===== config.mk =====
export PLATFORM = sky130hd
export DESIGN_NAME = twiddle_parameter_tuner_top
export DESIGN_NICKNAME = d
export VERILOG_FILES = /design/src/rtl/tpt_pkg.sv /design/src/rtl/tpt_cfg.sv /design/src/rtl/tpt_accum.sv /design/src/rtl/tpt_core.sv /design/src/rtl/twiddle_parameter_tuner_top.sv
export SDC_FILE = /design/constraint.sdc
export NUM_CORES = 2
export LEC_CHECK = 0
export BUFFER_PORTS_ARGS = -buffer_cell sky130_fd_sc_hd__buf_2
export CAP_MARGIN = 20
export CORE_MARGIN = 8
export CORE_UTILIZATION = 65
export CTS_CLUSTER_DIAMETER = 40
export CTS_CLUSTER_SIZE = 40
export DETAILED_ROUTE_END_ITERATION = 16
export PLACE_DENSITY_LB_ADDON = 0.2
export SKIP_LAST_GASP = 1
export SYNTH_ARGS = -nofsm -noshare
export SYNTH_HDL_FRONTEND = slang
export SYNTH_HIERARCHICAL = 1
export SYNTH_SLANG_ARGS = --single-unit

===== constraint.sdc =====
create_clock -name i_clk -period 14.51 [get_ports i_clk]
set_clock_uncertainty 0.05 [all_clocks]
set_input_delay 2.1765 -clock i_clk [delete_from_list [all_inputs] [get_ports i_clk]]
set_output_delay 2.1765 -clock i_clk [all_outputs]
set_load 0.02 [all_outputs]

===== src/rtl/tpt_pkg.sv =====
// tpt_pkg: shared types, constants and arithmetic helpers of the twiddle tuner
// used by every module of the tuner and by its checker
// no dependencies

package tpt_pkg;

    // number of tuned parameters and the width of their index
    localparam int NUM_TUNED = 3;
    localparam int IDX_W     = 2;

    localparam int PARAM_W   = 32;
    localparam int STEP_W    = 31;
    localparam int METRIC_W  = 48;
    localparam int SAMPLE_W  = 16;
    localparam int COUNT_W   = 16;
    localparam int CFG_IDX_W = 4;
    localparam int CFG_DAT_W = 32;

    // configuration register indexes
    localparam logic [CFG_IDX_W-1:0] REG_INIT_VALUE_0 = 4'd0;
    localparam logic [CFG_IDX_W-1:0] REG_INIT_VALUE_1 = 4'd1;
    localparam logic [CFG_IDX_W-1:0] REG_INIT_VALUE_2 = 4'd2;
    localparam logic [CFG_IDX_W-1:0] REG_INIT_STEP_0  = 4'd3;
    localparam logic [CFG_IDX_W-1:0] REG_INIT_STEP_1  = 4'd4;
    localparam logic [CFG_IDX_W-1:0] REG_INIT_STEP_2  = 4'd5;
    localparam logic [CFG_IDX_W-1:0] REG_RUN_LENGTH   = 4'd6;
    localparam logic [CFG_IDX_W-1:0] REG_SETTLE_STEPS = 4'd7;

    // reset values of the configuration registers
    localparam logic [PARAM_W-1:0] RST_INIT_VALUE = 32'd0;
    localparam logic [STEP_W-1:0]  RST_INIT_STEP  = 31'd65536;
    localparam logic [COUNT_W-1:0] RST_RUN_LENGTH = 16'd1000;
    localparam logic [COUNT_W-1:0] RST_SETTLE     = 16'd100;

    // reciprocal of 5 and 10 for 32-bit operands: >>34 gives /5, >>35 gives /10
    localparam logic [31:0] RECIP_5_10  = 32'hCCCC_CCCD;
    localparam logic [31:0] GROW_BIAS   = 32'd5;
    localparam logic [31:0] SHRINK_BIAS = 32'd2;
    localparam logic [STEP_W-1:0] STEP_MAX = {STEP_W{1'b1}};

    // configuration register file as seen by the datapath
    typedef struct packed {
        logic [NUM_TUNED-1:0][PARAM_W-1:0] init_value;
        logic [NUM_TUNED-1:0][STEP_W-1:0]  init_step;
        logic [COUNT_W-1:0]                run_length;
        logic [COUNT_W-1:0]                settle_steps;
    } t_cfg;

    // end of run notice from the accumulator
    typedef struct packed {
        logic                valid;
        logic [METRIC_W-1:0] metric;
    } t_run_end;

    // saturating add of +step or -2*step to a signed Q16.16 parameter
    function automatic logic [PARAM_W-1:0] sat_add(
        input logic [PARAM_W-1:0] param,
        input logic [STEP_W-1:0]  step,
        input logic               dbl_neg
    );
        logic [PARAM_W+1:0] wide;
        logic [PARAM_W+1:0] delta;
        logic [PARAM_W-1:0] res;
        delta = dbl_neg ? (~{2'b00, step, 1'b0} + 34'd1) : {3'b000, step};
        wide  = {{2{param[PARAM_W-1]}}, param} + delta;
        if (wide[PARAM_W+1:PARAM_W-1] == 3'b000 || wide[PARAM_W+1:PARAM_W-1] == 3'b111) begin
            res = wide[PARAM_W-1:0];
        end else if (wide[PARAM_W+1]) begin
            res = {1'b1, {(PARAM_W-1){1'b0}}};
        end else begin
            res = {1'b0, {(PARAM_W-1){1'b1}}};
        end
        return res;
    endfunction

endpackage


===== src/rtl/tpt_cfg.sv =====
// tpt_cfg: configuration registers of the twiddle tuner and restart request
// depends on tpt_pkg

module tpt_cfg (
    input  logic                           i_clk,
    input  logic                           i_rst_n,
    input  logic                           i_cfg_we,
    input  logic [tpt_pkg::CFG_IDX_W-1:0]  i_cfg_idx,
    input  logic [tpt_pkg::CFG_DAT_W-1:0]  i_cfg_data,
    output tpt_pkg::t_cfg                  o_cfg,
    output logic                           o_restart
);

    tpt_pkg::t_cfg r_cfg;
    logic          r_restart;

    // register writes; a write to any listed register raises the registered restart in the next cycle
    always_ff @(posedge i_clk) begin
        if (!i_rst_n) begin
            for (int i = 0; i < tpt_pkg::NUM_TUNED; i++) begin
                r_cfg.init_value[i] <= tpt_pkg::RST_INIT_VALUE;
                r_cfg.init_step[i]  <= tpt_pkg::RST_INIT_STEP;
            end
            r_cfg.run_length   <= tpt_pkg::RST_RUN_LENGTH;
            r_cfg.settle_steps <= tpt_pkg::RST_SETTLE;
            r_restart          <= 1'b1;
        end else begin
            r_restart <= i_cfg_we && (i_cfg_idx inside {[tpt_pkg::REG_INIT_VALUE_0 :
                                                         tpt_pkg::REG_SETTLE_STEPS]});
            if (i_cfg_we) begin
                case (i_cfg_idx)
                    tpt_pkg::REG_INIT_VALUE_0: r_cfg.init_value[0] <= i_cfg_data;
                    tpt_pkg::REG_INIT_VALUE_1: r_cfg.init_value[1] <= i_cfg_data;
                    tpt_pkg::REG_INIT_VALUE_2: r_cfg.init_value[2] <= i_cfg_data;
                    tpt_pkg::REG_INIT_STEP_0:  r_cfg.init_step[0]  <= i_cfg_data[30:0];
                    tpt_pkg::REG_INIT_STEP_1:  r_cfg.init_step[1]  <= i_cfg_data[30:0];
                    tpt_pkg::REG_INIT_STEP_2:  r_cfg.init_step[2]  <= i_cfg_data[30:0];
                    tpt_pkg::REG_RUN_LENGTH:   r_cfg.run_length    <= i_cfg_data[15:0];
                    tpt_pkg::REG_SETTLE_STEPS: r_cfg.settle_steps  <= i_cfg_data[15:0];
                    default: ;
                endcase
            end
        end
    end

    assign o_cfg     = r_cfg;
    assign o_restart = r_restart;

endmodule


===== src/rtl/tpt_accum.sv =====
// tpt_accum: step counter, sample register and squared error accumulator
// depends on tpt_pkg

module tpt_accum (
    input  logic                          i_clk,
    input  logic                          i_rst_n,
    input  tpt_pkg::t_cfg                 i_cfg,
    input  logic                          i_restart,
    input  logic                          i_accept,
    input  logic [tpt_pkg::SAMPLE_W-1:0]  i_error_sample,
    output tpt_pkg::t_run_end             o_run_end
);

    logic [tpt_pkg::COUNT_W-1:0]  r_count;
    logic                         r_v;
    logic                         r_end;
    logic                         r_sum_en;
    logic [tpt_pkg::SAMPLE_W-1:0] r_sample;
    logic [tpt_pkg::METRIC_W-1:0] r_sum;

    logic [tpt_pkg::COUNT_W:0]    w_c;
    logic [tpt_pkg::COUNT_W:0]    w_c2;
    logic                         w_end;
    logic                         w_sum_en;
    logic signed [31:0]           w_sq;

    // position of this transaction within the run
    always_comb begin
        w_c      = {1'b0, r_count} + 17'd1;
        w_c2     = w_c + 17'd2;
        w_end    = (w_c >= {1'b0, i_cfg.run_length});
        w_sum_en = !w_end && (w_c >= {1'b0, i_cfg.settle_steps})
                   && (w_c2 <= {1'b0, i_cfg.run_length});
    end

    // counter and input register
    always_ff @(posedge i_clk) begin
        if (!i_rst_n || i_restart) begin
            r_count <= '0;
            r_v     <= 1'b0;
        end else begin
            r_v <= i_accept;
            if (i_accept) begin
                r_count <= w_end ? '0 : w_c[tpt_pkg::COUNT_W-1:0];
            end
        end
    end

    always_ff @(posedge i_clk) begin
        if (i_accept) begin
            r_sample <= i_error_sample;
            r_end    <= w_end;
            r_sum_en <= w_sum_en;
        end
    end

    // square of the registered sample
    assign w_sq = $signed(r_sample) * $signed(r_sample);

    // running sum, cleared when the run ends
    always_ff @(posedge i_clk) begin
        if (!i_rst_n || i_restart) begin
            r_sum <= '0;
        end else if (r_v && r_end) begin
            r_sum <= '0;
        end else if (r_v && r_sum_en) begin
            r_sum <= r_sum + {16'd0, w_sq};
        end
    end

    assign o_run_end.valid  = r_v && r_end;
    assign o_run_end.metric = r_sum;

endmodule


===== src/rtl/tpt_core.sv =====
// tpt_core: parameter and step stores, twiddle update sequencer, result register
// depends on tpt_pkg

module tpt_core (
    input  logic                            i_clk,
    input  logic                            i_rst_n,
    input  tpt_pkg::t_cfg                   i_cfg,
    input  logic                            i_restart,
    input  tpt_pkg::t_run_end               i_run_end,
    input  logic                            i_out_stall,
    output logic                            o_busy,
    output logic                            o_out_valid,
    output logic [tpt_pkg::IDX_W-1:0]       o_param_index,
    output logic [tpt_pkg::PARAM_W-1:0]     o_param_value,
    output logic [tpt_pkg::STEP_W-1:0]      o_step_size,
    output logic [tpt_pkg::METRIC_W-1:0]    o_run_metric,
    output logic                            o_is_last
);

    typedef enum logic [4:0] {
        ST_RUN  = 5'b00001,
        ST_CALC = 5'b00010,
        ST_ADJ  = 5'b00100,
        ST_BUMP = 5'b01000,
        ST_OUT  = 5'b10000
    } t_state;

    typedef enum logic [1:0] {
        UPD_FIRST   = 2'd0,
        UPD_BETTER  = 2'd1,
        UPD_UP_FAIL = 2'd2,
        UPD_DN_FAIL = 2'd3
    } t_upd;

    localparam logic [tpt_pkg::IDX_W-1:0] LAST_IDX = tpt_pkg::IDX_W'(tpt_pkg::NUM_TUNED - 1);

    t_state r_state, n_state;
    t_upd   r_upd;

    logic [tpt_pkg::PARAM_W-1:0]  r_param [tpt_pkg::NUM_TUNED];
    logic [tpt_pkg::STEP_W-1:0]   r_step  [tpt_pkg::NUM_TUNED];
    logic [tpt_pkg::METRIC_W-1:0] r_best;
    logic [tpt_pkg::METRIC_W-1:0] r_metric;
    logic                         r_first;
    logic                         r_tried_inc;
    logic [tpt_pkg::IDX_W-1:0]    r_k;
    logic [tpt_pkg::IDX_W-1:0]    r_oidx;
    logic [63:0]                  r_prod;

    logic                         r_ovalid;
    logic [tpt_pkg::IDX_W-1:0]    r_o_idx;
    logic [tpt_pkg::PARAM_W-1:0]  r_o_param;
    logic [tpt_pkg::STEP_W-1:0]   r_o_step;
    logic [tpt_pkg::METRIC_W-1:0] r_o_metric;
    logic                         r_o_last;

    logic [tpt_pkg::IDX_W-1:0]    w_ridx;
    logic [tpt_pkg::PARAM_W-1:0]  w_param;
    logic [tpt_pkg::STEP_W-1:0]   w_step;
    logic [tpt_pkg::IDX_W-1:0]    w_knext;
    logic                         w_better;
    logic [31:0]                  w_mul_in;
    logic [31:0]                  w_grow;
    logic [tpt_pkg::STEP_W-1:0]   w_grow_sat;
    logic [tpt_pkg::STEP_W-1:0]   w_shrink;
    logic                         w_load;

    // single read port: output index during the burst, tuned index otherwise
    always_comb begin
        w_ridx  = (r_state == ST_OUT) ? r_oidx : r_k;
        w_param = r_param[w_ridx];
        w_step  = r_step[w_ridx];
        w_knext = (r_k == LAST_IDX) ? '0 : r_k + 1'b1;
    end

    // step grow by 1.1 and shrink by 0.8, rounding half up
    always_comb begin
        w_better   = (r_metric < r_best);
        w_mul_in   = {1'b0, w_step} + (w_better ? tpt_pkg::GROW_BIAS : tpt_pkg::SHRINK_BIAS);
        w_grow     = {1'b0, w_step} + {3'b000, r_prod[63:35]};
        w_grow_sat = w_grow[31] ? tpt_pkg::STEP_MAX : w_grow[30:0];
        w_shrink   = w_step - {1'b0, r_prod[63:34]};
    end

    // result register is free or being taken
    assign w_load = (r_state == ST_OUT) && (!r_ovalid || !i_out_stall);

    // sequencer state
    always_comb begin
        n_state = r_state;
        case (r_state)
            ST_RUN:  if (i_run_end.valid) n_state = ST_CALC;
            ST_CALC: n_state = ST_ADJ;
            ST_ADJ:  n_state = ST_BUMP;
            ST_BUMP: n_state = ST_OUT;
            ST_OUT:  if (w_load && r_oidx == LAST_IDX) n_state = ST_RUN;
            default: n_state = ST_RUN;
        endcase
    end

    always_ff @(posedge i_clk) begin
        if (!i_rst_n || i_restart) begin
            r_state <= ST_RUN;
        end else begin
            r_state <= n_state;
        end
    end

    // twiddle control state
    always_ff @(posedge i_clk) begin
        if (!i_rst_n || i_restart) begin
            r_best      <= {tpt_pkg::METRIC_W{1'b1}};
            r_first     <= 1'b1;
            r_tried_inc <= 1'b1;
            r_k         <= '0;
            r_oidx      <= '0;
        end else begin
            case (r_state)
                ST_CALC: begin
                    if (r_first) begin
                        r_best  <= r_metric;
                        r_first <= 1'b0;
                    end else if (w_better) begin
                        r_best <= r_metric;
                    end else if (r_tried_inc) begin
                        r_tried_inc <= 1'b0;
                    end
                end
                ST_ADJ: begin
                    case (r_upd)
                        UPD_FIRST:   r_k <= '0;
                        UPD_BETTER:  r_k <= w_knext;
                        UPD_DN_FAIL: r_k <= w_knext;
                        default:     r_k <= r_k;
                    endcase
                end
                ST_BUMP: begin
                    if (r_upd != UPD_UP_FAIL) r_tried_inc <= 1'b1;
                    r_oidx <= '0;
                end
                ST_OUT: begin
                    if (w_load) r_oidx <= r_oidx + 1'b1;
                end
                default: r_oidx <= r_oidx;
            endcase
        end
    end

    // update kind, run metric and reciprocal product
    always_ff @(posedge i_clk) begin
        if (r_state == ST_RUN && i_run_end.valid) begin
            r_metric <= i_run_end.metric;
        end
        if (r_state == ST_CALC) begin
            if (r_first) begin
                r_upd <= UPD_FIRST;
            end else if (w_better) begin
                r_upd <= UPD_BETTER;
            end else if (r_tried_inc) begin
                r_upd <= UPD_UP_FAIL;
            end else begin
                r_upd <= UPD_DN_FAIL;
            end
            r_prod <= w_mul_in * tpt_pkg::RECIP_5_10;
        end
    end

    // parameter and step stores
    always_ff @(posedge i_clk) begin
        if (i_restart) begin
            for (int i = 0; i < tpt_pkg::NUM_TUNED; i++) begin
                r_param[i] <= i_cfg.init_value[i];
                r_step[i]  <= i_cfg.init_step[i];
            end
        end else begin
            case (r_state)
                ST_CALC: begin
                    if (!r_first && !w_better) begin
                        r_param[r_k] <= tpt_pkg::sat_add(w_param, w_step, r_tried_inc);
                    end
                end
                ST_ADJ: begin
                    if (r_upd == UPD_BETTER) begin
                        r_step[r_k] <= w_grow_sat;
                    end else if (r_upd == UPD_DN_FAIL) begin
                        r_step[r_k] <= w_shrink;
                    end
                end
                ST_BUMP: begin
                    if (r_upd != UPD_UP_FAIL) begin
                        r_param[r_k] <= tpt_pkg::sat_add(w_param, w_step, 1'b0);
                    end
                end
                default: ;
            endcase
        end
    end

    // result register
    always_ff @(posedge i_clk) begin
        if (!i_rst_n) begin
            r_ovalid <= 1'b0;
        end else if (w_load) begin
            r_ovalid <= 1'b1;
        end else if (!i_out_stall) begin
            r_ovalid <= 1'b0;
        end
    end

    always_ff @(posedge i_clk) begin
        if (w_load) begin
            r_o_idx    <= r_oidx;
            r_o_param  <= w_param;
            r_o_step   <= w_step;
            r_o_metric <= r_metric;
            r_o_last   <= (r_oidx == LAST_IDX);
        end
    end

    assign o_busy        = (r_state != ST_RUN);
    assign o_out_valid   = r_ovalid;
    assign o_param_index = r_o_idx;
    assign o_param_value = r_o_param;
    assign o_step_size   = r_o_step;
    assign o_run_metric  = r_o_metric;
    assign o_is_last     = r_o_last;

endmodule


===== src/rtl/twiddle_parameter_tuner_top.sv =====
// twiddle_parameter_tuner_top: top level of the twiddle coordinate descent tuner
// depends on tpt_pkg, tpt_cfg, tpt_accum, tpt_core

// The tuner takes one signed Q8.8 error sample per transaction and accepts a
// new sample every clock cycle while a run is in progress; samples of step
// settle_steps up to run_length-2 are squared and summed into a 48-bit metric.
// The sample that ends a run is not summed: it triggers a twiddle update that
// runs through a short sequencer (ST_RUN catches the end, then the update
// states ST_CALC, ST_ADJ and ST_BUMP share a single 32x32 reciprocal
// multiplier for the step grow/shrink) and then three results, one per
// parameter in index order, leave through the output register, the last
// one flagged with is_last. The input is stalled from the cycle after the
// end sample until the last result is loaded, through the update states and
// the output transactions, also while the output side stalls. Any write to
// a listed configuration register, and reset, reloads all tuner state from
// the registers in the following cycle, during which the input is stalled.

module twiddle_parameter_tuner_top (
    input  logic                           i_clk,
    input  logic                           i_rst_n,
    input  logic                           i_cfg_we,
    input  logic [tpt_pkg::CFG_IDX_W-1:0]  i_cfg_idx,
    input  logic [tpt_pkg::CFG_DAT_W-1:0]  i_cfg_data,
    input  logic                           i_in_valid,
    output logic                           o_in_stall,
    input  logic [tpt_pkg::SAMPLE_W-1:0]   i_error_sample,
    output logic                           o_out_valid,
    input  logic                           i_out_stall,
    output logic [tpt_pkg::IDX_W-1:0]      o_param_index,
    output logic [tpt_pkg::PARAM_W-1:0]    o_param_value,
    output logic [tpt_pkg::STEP_W-1:0]     o_step_size,
    output logic [tpt_pkg::METRIC_W-1:0]   o_run_metric,
    output logic                           o_is_last
);

    tpt_pkg::t_cfg     w_cfg;
    tpt_pkg::t_run_end w_run_end;
    logic              w_restart;
    logic              w_busy;
    logic              w_accept;

    // input transaction flow control
    assign o_in_stall = w_restart || w_busy || w_run_end.valid;
    assign w_accept   = i_in_valid && !o_in_stall;

    tpt_cfg u_cfg (
        .i_clk      (i_clk),
        .i_rst_n    (i_rst_n),
        .i_cfg_we   (i_cfg_we),
        .i_cfg_idx  (i_cfg_idx),
        .i_cfg_data (i_cfg_data),
        .o_cfg      (w_cfg),
        .o_restart  (w_restart)
    );

    tpt_accum u_accum (
        .i_clk          (i_clk),
        .i_rst_n        (i_rst_n),
        .i_cfg          (w_cfg),
        .i_restart      (w_restart),
        .i_accept       (w_accept),
        .i_error_sample (i_error_sample),
        .o_run_end      (w_run_end)
    );

    tpt_core u_core (
        .i_clk         (i_clk),
        .i_rst_n       (i_rst_n),
        .i_cfg         (w_cfg),
        .i_restart     (w_restart),
        .i_run_end     (w_run_end),
        .i_out_stall   (i_out_stall),
        .o_busy        (w_busy),
        .o_out_valid   (o_out_valid),
        .o_param_index (o_param_index),
        .o_param_value (o_param_value),
        .o_step_size   (o_step_size),
        .o_run_metric  (o_run_metric),
        .o_is_last     (o_is_last)
    );

endmodule


* After elaboration in Yosys (flattened, before gate mapping)
Memories as Yosys holds them, arrays and structs flattened. Cells that the tools add are included.
Operators by class: reduce and logical (&&, ||, !) cells 50, multiplexer cells 59, bitwise operators 3, multiply operators 2, equality and inequality tests 27, $add $sub $neg 11, $lt $le $gt $ge 6
Operators with widths (count):
- 32-bit 2-to-1 mux | 12
- 48-bit 2-to-1 mux | 2
- 31-bit 2-to-1 mux | 3
- 32-bit by 32-bit multiplier with 64-bit output, second input constant | 1
- 48-bit by 32-bit adder with 48-bit output | 1
- 48-bit < comparator | 1
- 34-bit by 1-bit adder with 34-bit output, second input constant | 1
- 34-bit adder | 1
- 17-bit by 16-bit greater-or-equal comparator with 1-bit output | 2
- 34-bit 2-to-1 mux | 1
- 32-bit NOT with 34-bit output | 1
- 32-bit by 32-bit adder with 33-bit output | 1
- 31-bit by 29-bit adder with 32-bit output | 1
- 31-bit by 32-bit adder with 32-bit output | 1
- 16-bit by 16-bit multiplier with 32-bit output | 1
- 32-bit OR reduction | 1
- 31-bit OR reduction | 1
- 31-bit by 30-bit subtractor with 31-bit output | 1
- 1-bit 2-to-1 mux | 28
- 5-bit case mux with 5 select lines | 1
- 2-bit AND reduction | 12
- 16-bit by 1-bit adder with 17-bit output, second input constant | 1
- 17-bit by 2-bit adder with 17-bit output, second input constant | 1
- 17-bit by 16-bit less-or-equal comparator with 1-bit output | 1
- 33 further kinds | 81
Storage, ports and cells: RAM bits 189, word-level logic and storage cells 191, memories kept 2, bits in registers 593, input port bits 57, output and inout port bits 116
Memories:
- u_core.r_param | words 3, width 32, rd ports 1, clocked after Yosys merged registers in 0, write ports 3, line tpt_core.sv:40 | logic [tpt_pkg::PARAM_W-1:0] r_param [tpt_pkg::NUM_TUNED];
- u_core.r_step | words 3, width 31, rd ports 1, clocked after Yosys merged registers in 0, write ports 3, line tpt_core.sv:41 | logic [tpt_pkg::STEP_W-1:0] r_step [tpt_pkg::NUM_TUNED];

* Depth between registers and ports, before layout
An unclocked memory read counts as a cell.
word-level depth 15, gate-level depth with buffers 47

* Modules after synthesis
The synthesis kept the hierarchy.
Modules (own cells, without submodules):
- tpt_core | cells each 4283, area each 46544.6 µm², instances 1, sequential area each 14594.0 µm²
- tpt_accum | cells each 1832, area each 15747.6 µm², instances 1, sequential area each 1841.8 µm²
- tpt_cfg | cells each 773, area each 8034.0 µm², instances 1, sequential area each 4444.3 µm²
- twiddle_parameter_tuner_top | cells each 2, area each 15.0 µm², instances 1, sequential area each 0.0 µm²

* Least setup slack after synthesis
Ideal clock, no wire load.
path kind reg-to-reg, start register u_core/r_metric[17] in the netlist's numbering, end register u_core.r_prod[58] (data pin), stages on the path, launching flop included 44, path slack 3283 ps, buffers on the path 0, required time 14198 ps, library setup time 262 ps, arrival 10915 ps, period minus slack after synthesis 11227 ps, cells stage by stage edfxtp_1 -> ha_1 -> a21o_1 -> a21o_1 -> a2111oi_0 -> o21ai_0 -> a21oi_1 -> a211oi_1 -> nor2_1 -> ha_1 -> inv_1 -> fa_1 -> nor2b_1 -> o21a_1 -> and3_1 -> nor2b_1 -> nand2_1 -> nor2_1 -> [... 8 more ...] -> fa_1 -> fa_1 -> fa_1 -> inv_1 -> fa_1 -> inv_1 -> ha_1 -> a211oi_1 -> o22ai_1 -> nor4_1 -> nor3b_1 -> a211oi_1 -> a31oi_1 -> o21ai_0 -> a2111oi_0 -> nor2_1 -> a211oi_1 -> xnor2_1
On the way: word-level cells in the longest chain between the ends 4
RTL lines:
- from (decl) | line tpt_core.sv:43 | logic [tpt_pkg::METRIC_W-1:0] r_metric;
- from (signal assigned) | line tpt_core.sv:152 | r_metric <= i_run_end.metric;
- 48-bit < comparator | line tpt_core.sv:78 | w_better = (r_metric < r_best);
- 3-bit 2-to-1 mux | line tpt_core.sv:79 | w_mul_in = {1'b0, w_step} + (w_better ? tpt_pkg::GROW_BIAS : tpt_pkg::SHRINK_BIAS);
- 31-bit by 32-bit adder with 32-bit output | line tpt_core.sv:79
- 32-bit by 32-bit multiplier with 64-bit output | line tpt_core.sv:164 | r_prod <= w_mul_in * tpt_pkg::RECIP_5_10;
- to (signal assigned) | line tpt_core.sv:164
- to (decl) | line tpt_core.sv:48 | logic [63:0] r_prod;
Every way passes these cells. A chain may end at the register's enable or synchronous reset.

* Worst setup path in the final report
start register u_core.r_state[1], end register u_core.r_prod[58] (data pin)
On the way: word-level cells in the longest chain between the ends 5
RTL lines:
- from (decl) | line tpt_core.sv:37 | t_state r_state, n_state;
- from (signal assigned) | line tpt_core.sv:105 | r_state <= n_state;
- 5-bit == test | line tpt_core.sv:70 | w_ridx = (r_state == ST_OUT) ? r_oidx : r_k;
- 2-bit 2-to-1 mux | line tpt_core.sv:70
- memory read 3 x 31 bit
- via u_core.w_step (one bit) | line tpt_core.sv:59 | logic [tpt_pkg::STEP_W-1:0] w_step;
- 31-bit by 32-bit adder with 32-bit output | line tpt_core.sv:79
- 32-bit by 32-bit multiplier with 64-bit output | line tpt_core.sv:164
The timed path passes the listed nets, and every way through them passes these cells.

==> summary.txt <==
run status: completed
Final ANT Viol Nets: 0
first-pass GRT wire length: 316 mm
maxcap violations: 0
Sinks on Clock Net: 811
VDD IR-drop max: 364 µV
cells after synthesis: 6890
Period minus WS final: 13.42 ns
Starting Density: 0.656
Placed Area: 72500 µm²
multiplexer area fraction after synthesis: 0.0803
I/O Buffers: 172
RSZ-0062 raised after global routing: false
Setup CP Type: reg2reg
top post-synthesis cells by area: edfxtp_1, fa_1, ha_1, dfxtp_1, inv_1
Final period util: 0.925
largest family of logic cells by synthesized area: adder cells
simple-gate share of the synthesized area: 0.0993
Hold Crit Class: reg2reg
Worst Path Arrival: 13.80 ns
CTS H-tree lvls: 3
placed instance count: 8294
Storage cell area: 20900 µm²
CP endpoint kind: flop
antenna violations before repair: 16
core area: 107000 µm²
Synth Net Count: 8277
leading cell type in the layout, fill and taps excluded: inv_1
WL/cell: 24.7 µm
Post-CTS Setup Bufs: 0
fill cell count: 7896
synthesis warning total: 6
post-CTS sizing: 0
via count: 52844
CTS tree: done
CP most frequent cell: fa_1
Overall Global Routing Usage: 0.351
Clk Latency, worst-skew pair: 0.74 ns
row cnt: 120
Synth top area share: 0.198
CP top delay family: adder cells
Placer Congestion: 1.04
WP buf/inv: 6
DRT iter0 DRCs: 5549
synth-to-layout area growth: 8.93%
clk buf depth: 3
fin util: 0.715
post-synthesis sequential area ratio: 0.297
clock transition at the registers of the reported paths: 0.07 ns
xor/xnor share of the synthesized area: 0.0397
Final Cell Area: 76600 µm²
most frequent cells in the layout: inv_1, ha_1, fa_1
crit-path max cell delay: 0.69 ns
Synth area leader: edfxtp_1
largest net degree at the start of global routing: 92
f_max: 0.0745 GHz
Inserted Clock Buffers: 112
grt ovf: 0
Hold Vio Cnt, Final: 0
EDFF count, synth: 464
Yosys reg bits: 811
Synth Area in Compound Gates: 0.103
vias in the first global route: 52940
Die Span Y: 345 µm
area of the multi-input gates: 44300 µm²
leak pwr: 36.3 nW
syn_area_per_cell: 10.2 µm²
Worst Path Max Fanout: 15
Routed WL: 211 mm
Vias per Instance: 6.21
final setup vio count: 0
hold_buf cts: 0
Fin Setup TNS: 0 ns
first drt pass iteration count: 8
CTS Root Cell: clkbuf_16
worst relative slew slack: 0.156
layout cell share with drive strength beyond 1: 0.0982
Final Non-Filler Cells: 8513
Distinct cells, synth: 102
DR DRC count: 0
startpoint types: flop
Pins Over Slew Limit: 0
Nets: 8394
Die X: 345 µm
I/O Pins: 173
Async SR Flop Fraction: 0
Power Dens Cells: 260 nW/µm²
Top FF cell, synth: edfxtp_1
Adder-Cell Fraction of Synth Area: 0.305
mapped cell area: 70300 µm²
WP data required: 14.89 ns
cell at the slowest stage of the critical path: mux2i_4
worst-margin pin slew: 1.25 ns
DPL Wire Length: 160 mm
die area: 119000 µm²
## flip-flops by register name, indices dropped and copies added (netlist names), 32 cells and up
signal                flops
u_accum/r_sum            48
u_cfg/o_cfg             221
u_core/o_param_value     32
u_core/o_run_metric      48
u_core/r_best            48
u_core/r_metric          48
u_core/r_param          128
u_core/r_step           124
## cells in the mapped netlist, types with 29 or more instances
master / count
a211oi_1: 55
nand2b_1: 66
mux2_2: 85
and3_1: 38
buf_2: 33
nand2_1: 638
o21a_1: 47
and2_1: 63
mux4_2: 62
a221oi_2: 29
o21ai_0: 163
dfxtp_1: 347
o21bai_1: 31
inv_1: 1131
fa_1: 644
xnor2_1: 214
a21o_1: 148
a21oi_1: 407
nor2b_1: 42
nor3_1: 64
nand4_1: 46
nor2_1: 309
mux2i_1: 329
clkbuf_1: 157
ha_1: 686
edfxtp_1: 464
xor2_1: 103
nand3_1: 97
## cells by family after synthesis
logic type      after synthesis
mux                         476
simple gates               1490
xor+xnor                    318
buf+inv                    1362
flops                       811
fa+ha+maj                  1330
compound gates             1103
## worst reg2reg max path: cells and delay by family (launching register included)
family | cells | cell delay (ns)
muxes | 2 | 1.23
and+or+nand+nor | 11 | 2.77
adders and majority gates | 10 | 4.78
xor gates and xnor gates | 2 | 0.64
buffers and inverters | 6 | 0.65
AOI/OAI and AO/OA | 8 | 2.62
DFF | 1 | 0.36
## power breakdown
part / leakage [nW] / internal (mW) / switching (mW)
registers: 7.28 / 2.71 / 0.0282
clock network: 1.98 / 1.71 / 1.24
logic: 27.1 / 5.57 / 8.70
## area by class of cell
class | instances | share of cell area
Clock buffer | 122 | 0.0382
Timing Repair Buffer | 234 | 0.0177
Antenna cell | 4 | 0.000131
Tap cell | 1403 | 0.0229
Clock inverter | 91 | 0.0154
Inverter | 1131 | 0.0555
Multi-Input combinational cell | 4717 | 0.578
Sequential cell | 811 | 0.273
## metrics by stage
step / setup slack, ns / power, mW / hold WS [ns]
finish: 1.09 / 20.0 / 0.408
global route: 0.307 / 21.6 / 0.423
CTS: 1.19 / 19.7 / 0.409
detailed placement: 1.28 / 16.6 / 0.397
global placement: 1.51 / 16.3 / 0.390
floorplan: 3.28 / 13.0 / 0.379
## final timing paths
check | startpoint | end | slack, ns | cells past startpoint
max | u_core/r_state[1] | u_core/r_prod[58] | 1.09 | 39
min | u_cfg/o_cfg[115] | u_cfg/o_cfg[115] | 0.41 | 2
max reg2reg | u_core/r_state[1] | u_core/r_prod[58] | 1.09 | 39
min reg2reg | u_cfg/o_cfg[115] | u_cfg/o_cfg[115] | 0.41 | 2
## per-layer routing
layer / track usage / share of wire / up-vias
met5: 0 / 0.000076 / -
met4: 0.141 / 0.044 / 4
met3: 0.0816 / 0.11 / 480
met2: 0.546 / 0.45 / 2705
met1: 0.477 / 0.40 / 26060
li1: - / - / 23595
Power figures use the tool's default switching activity.
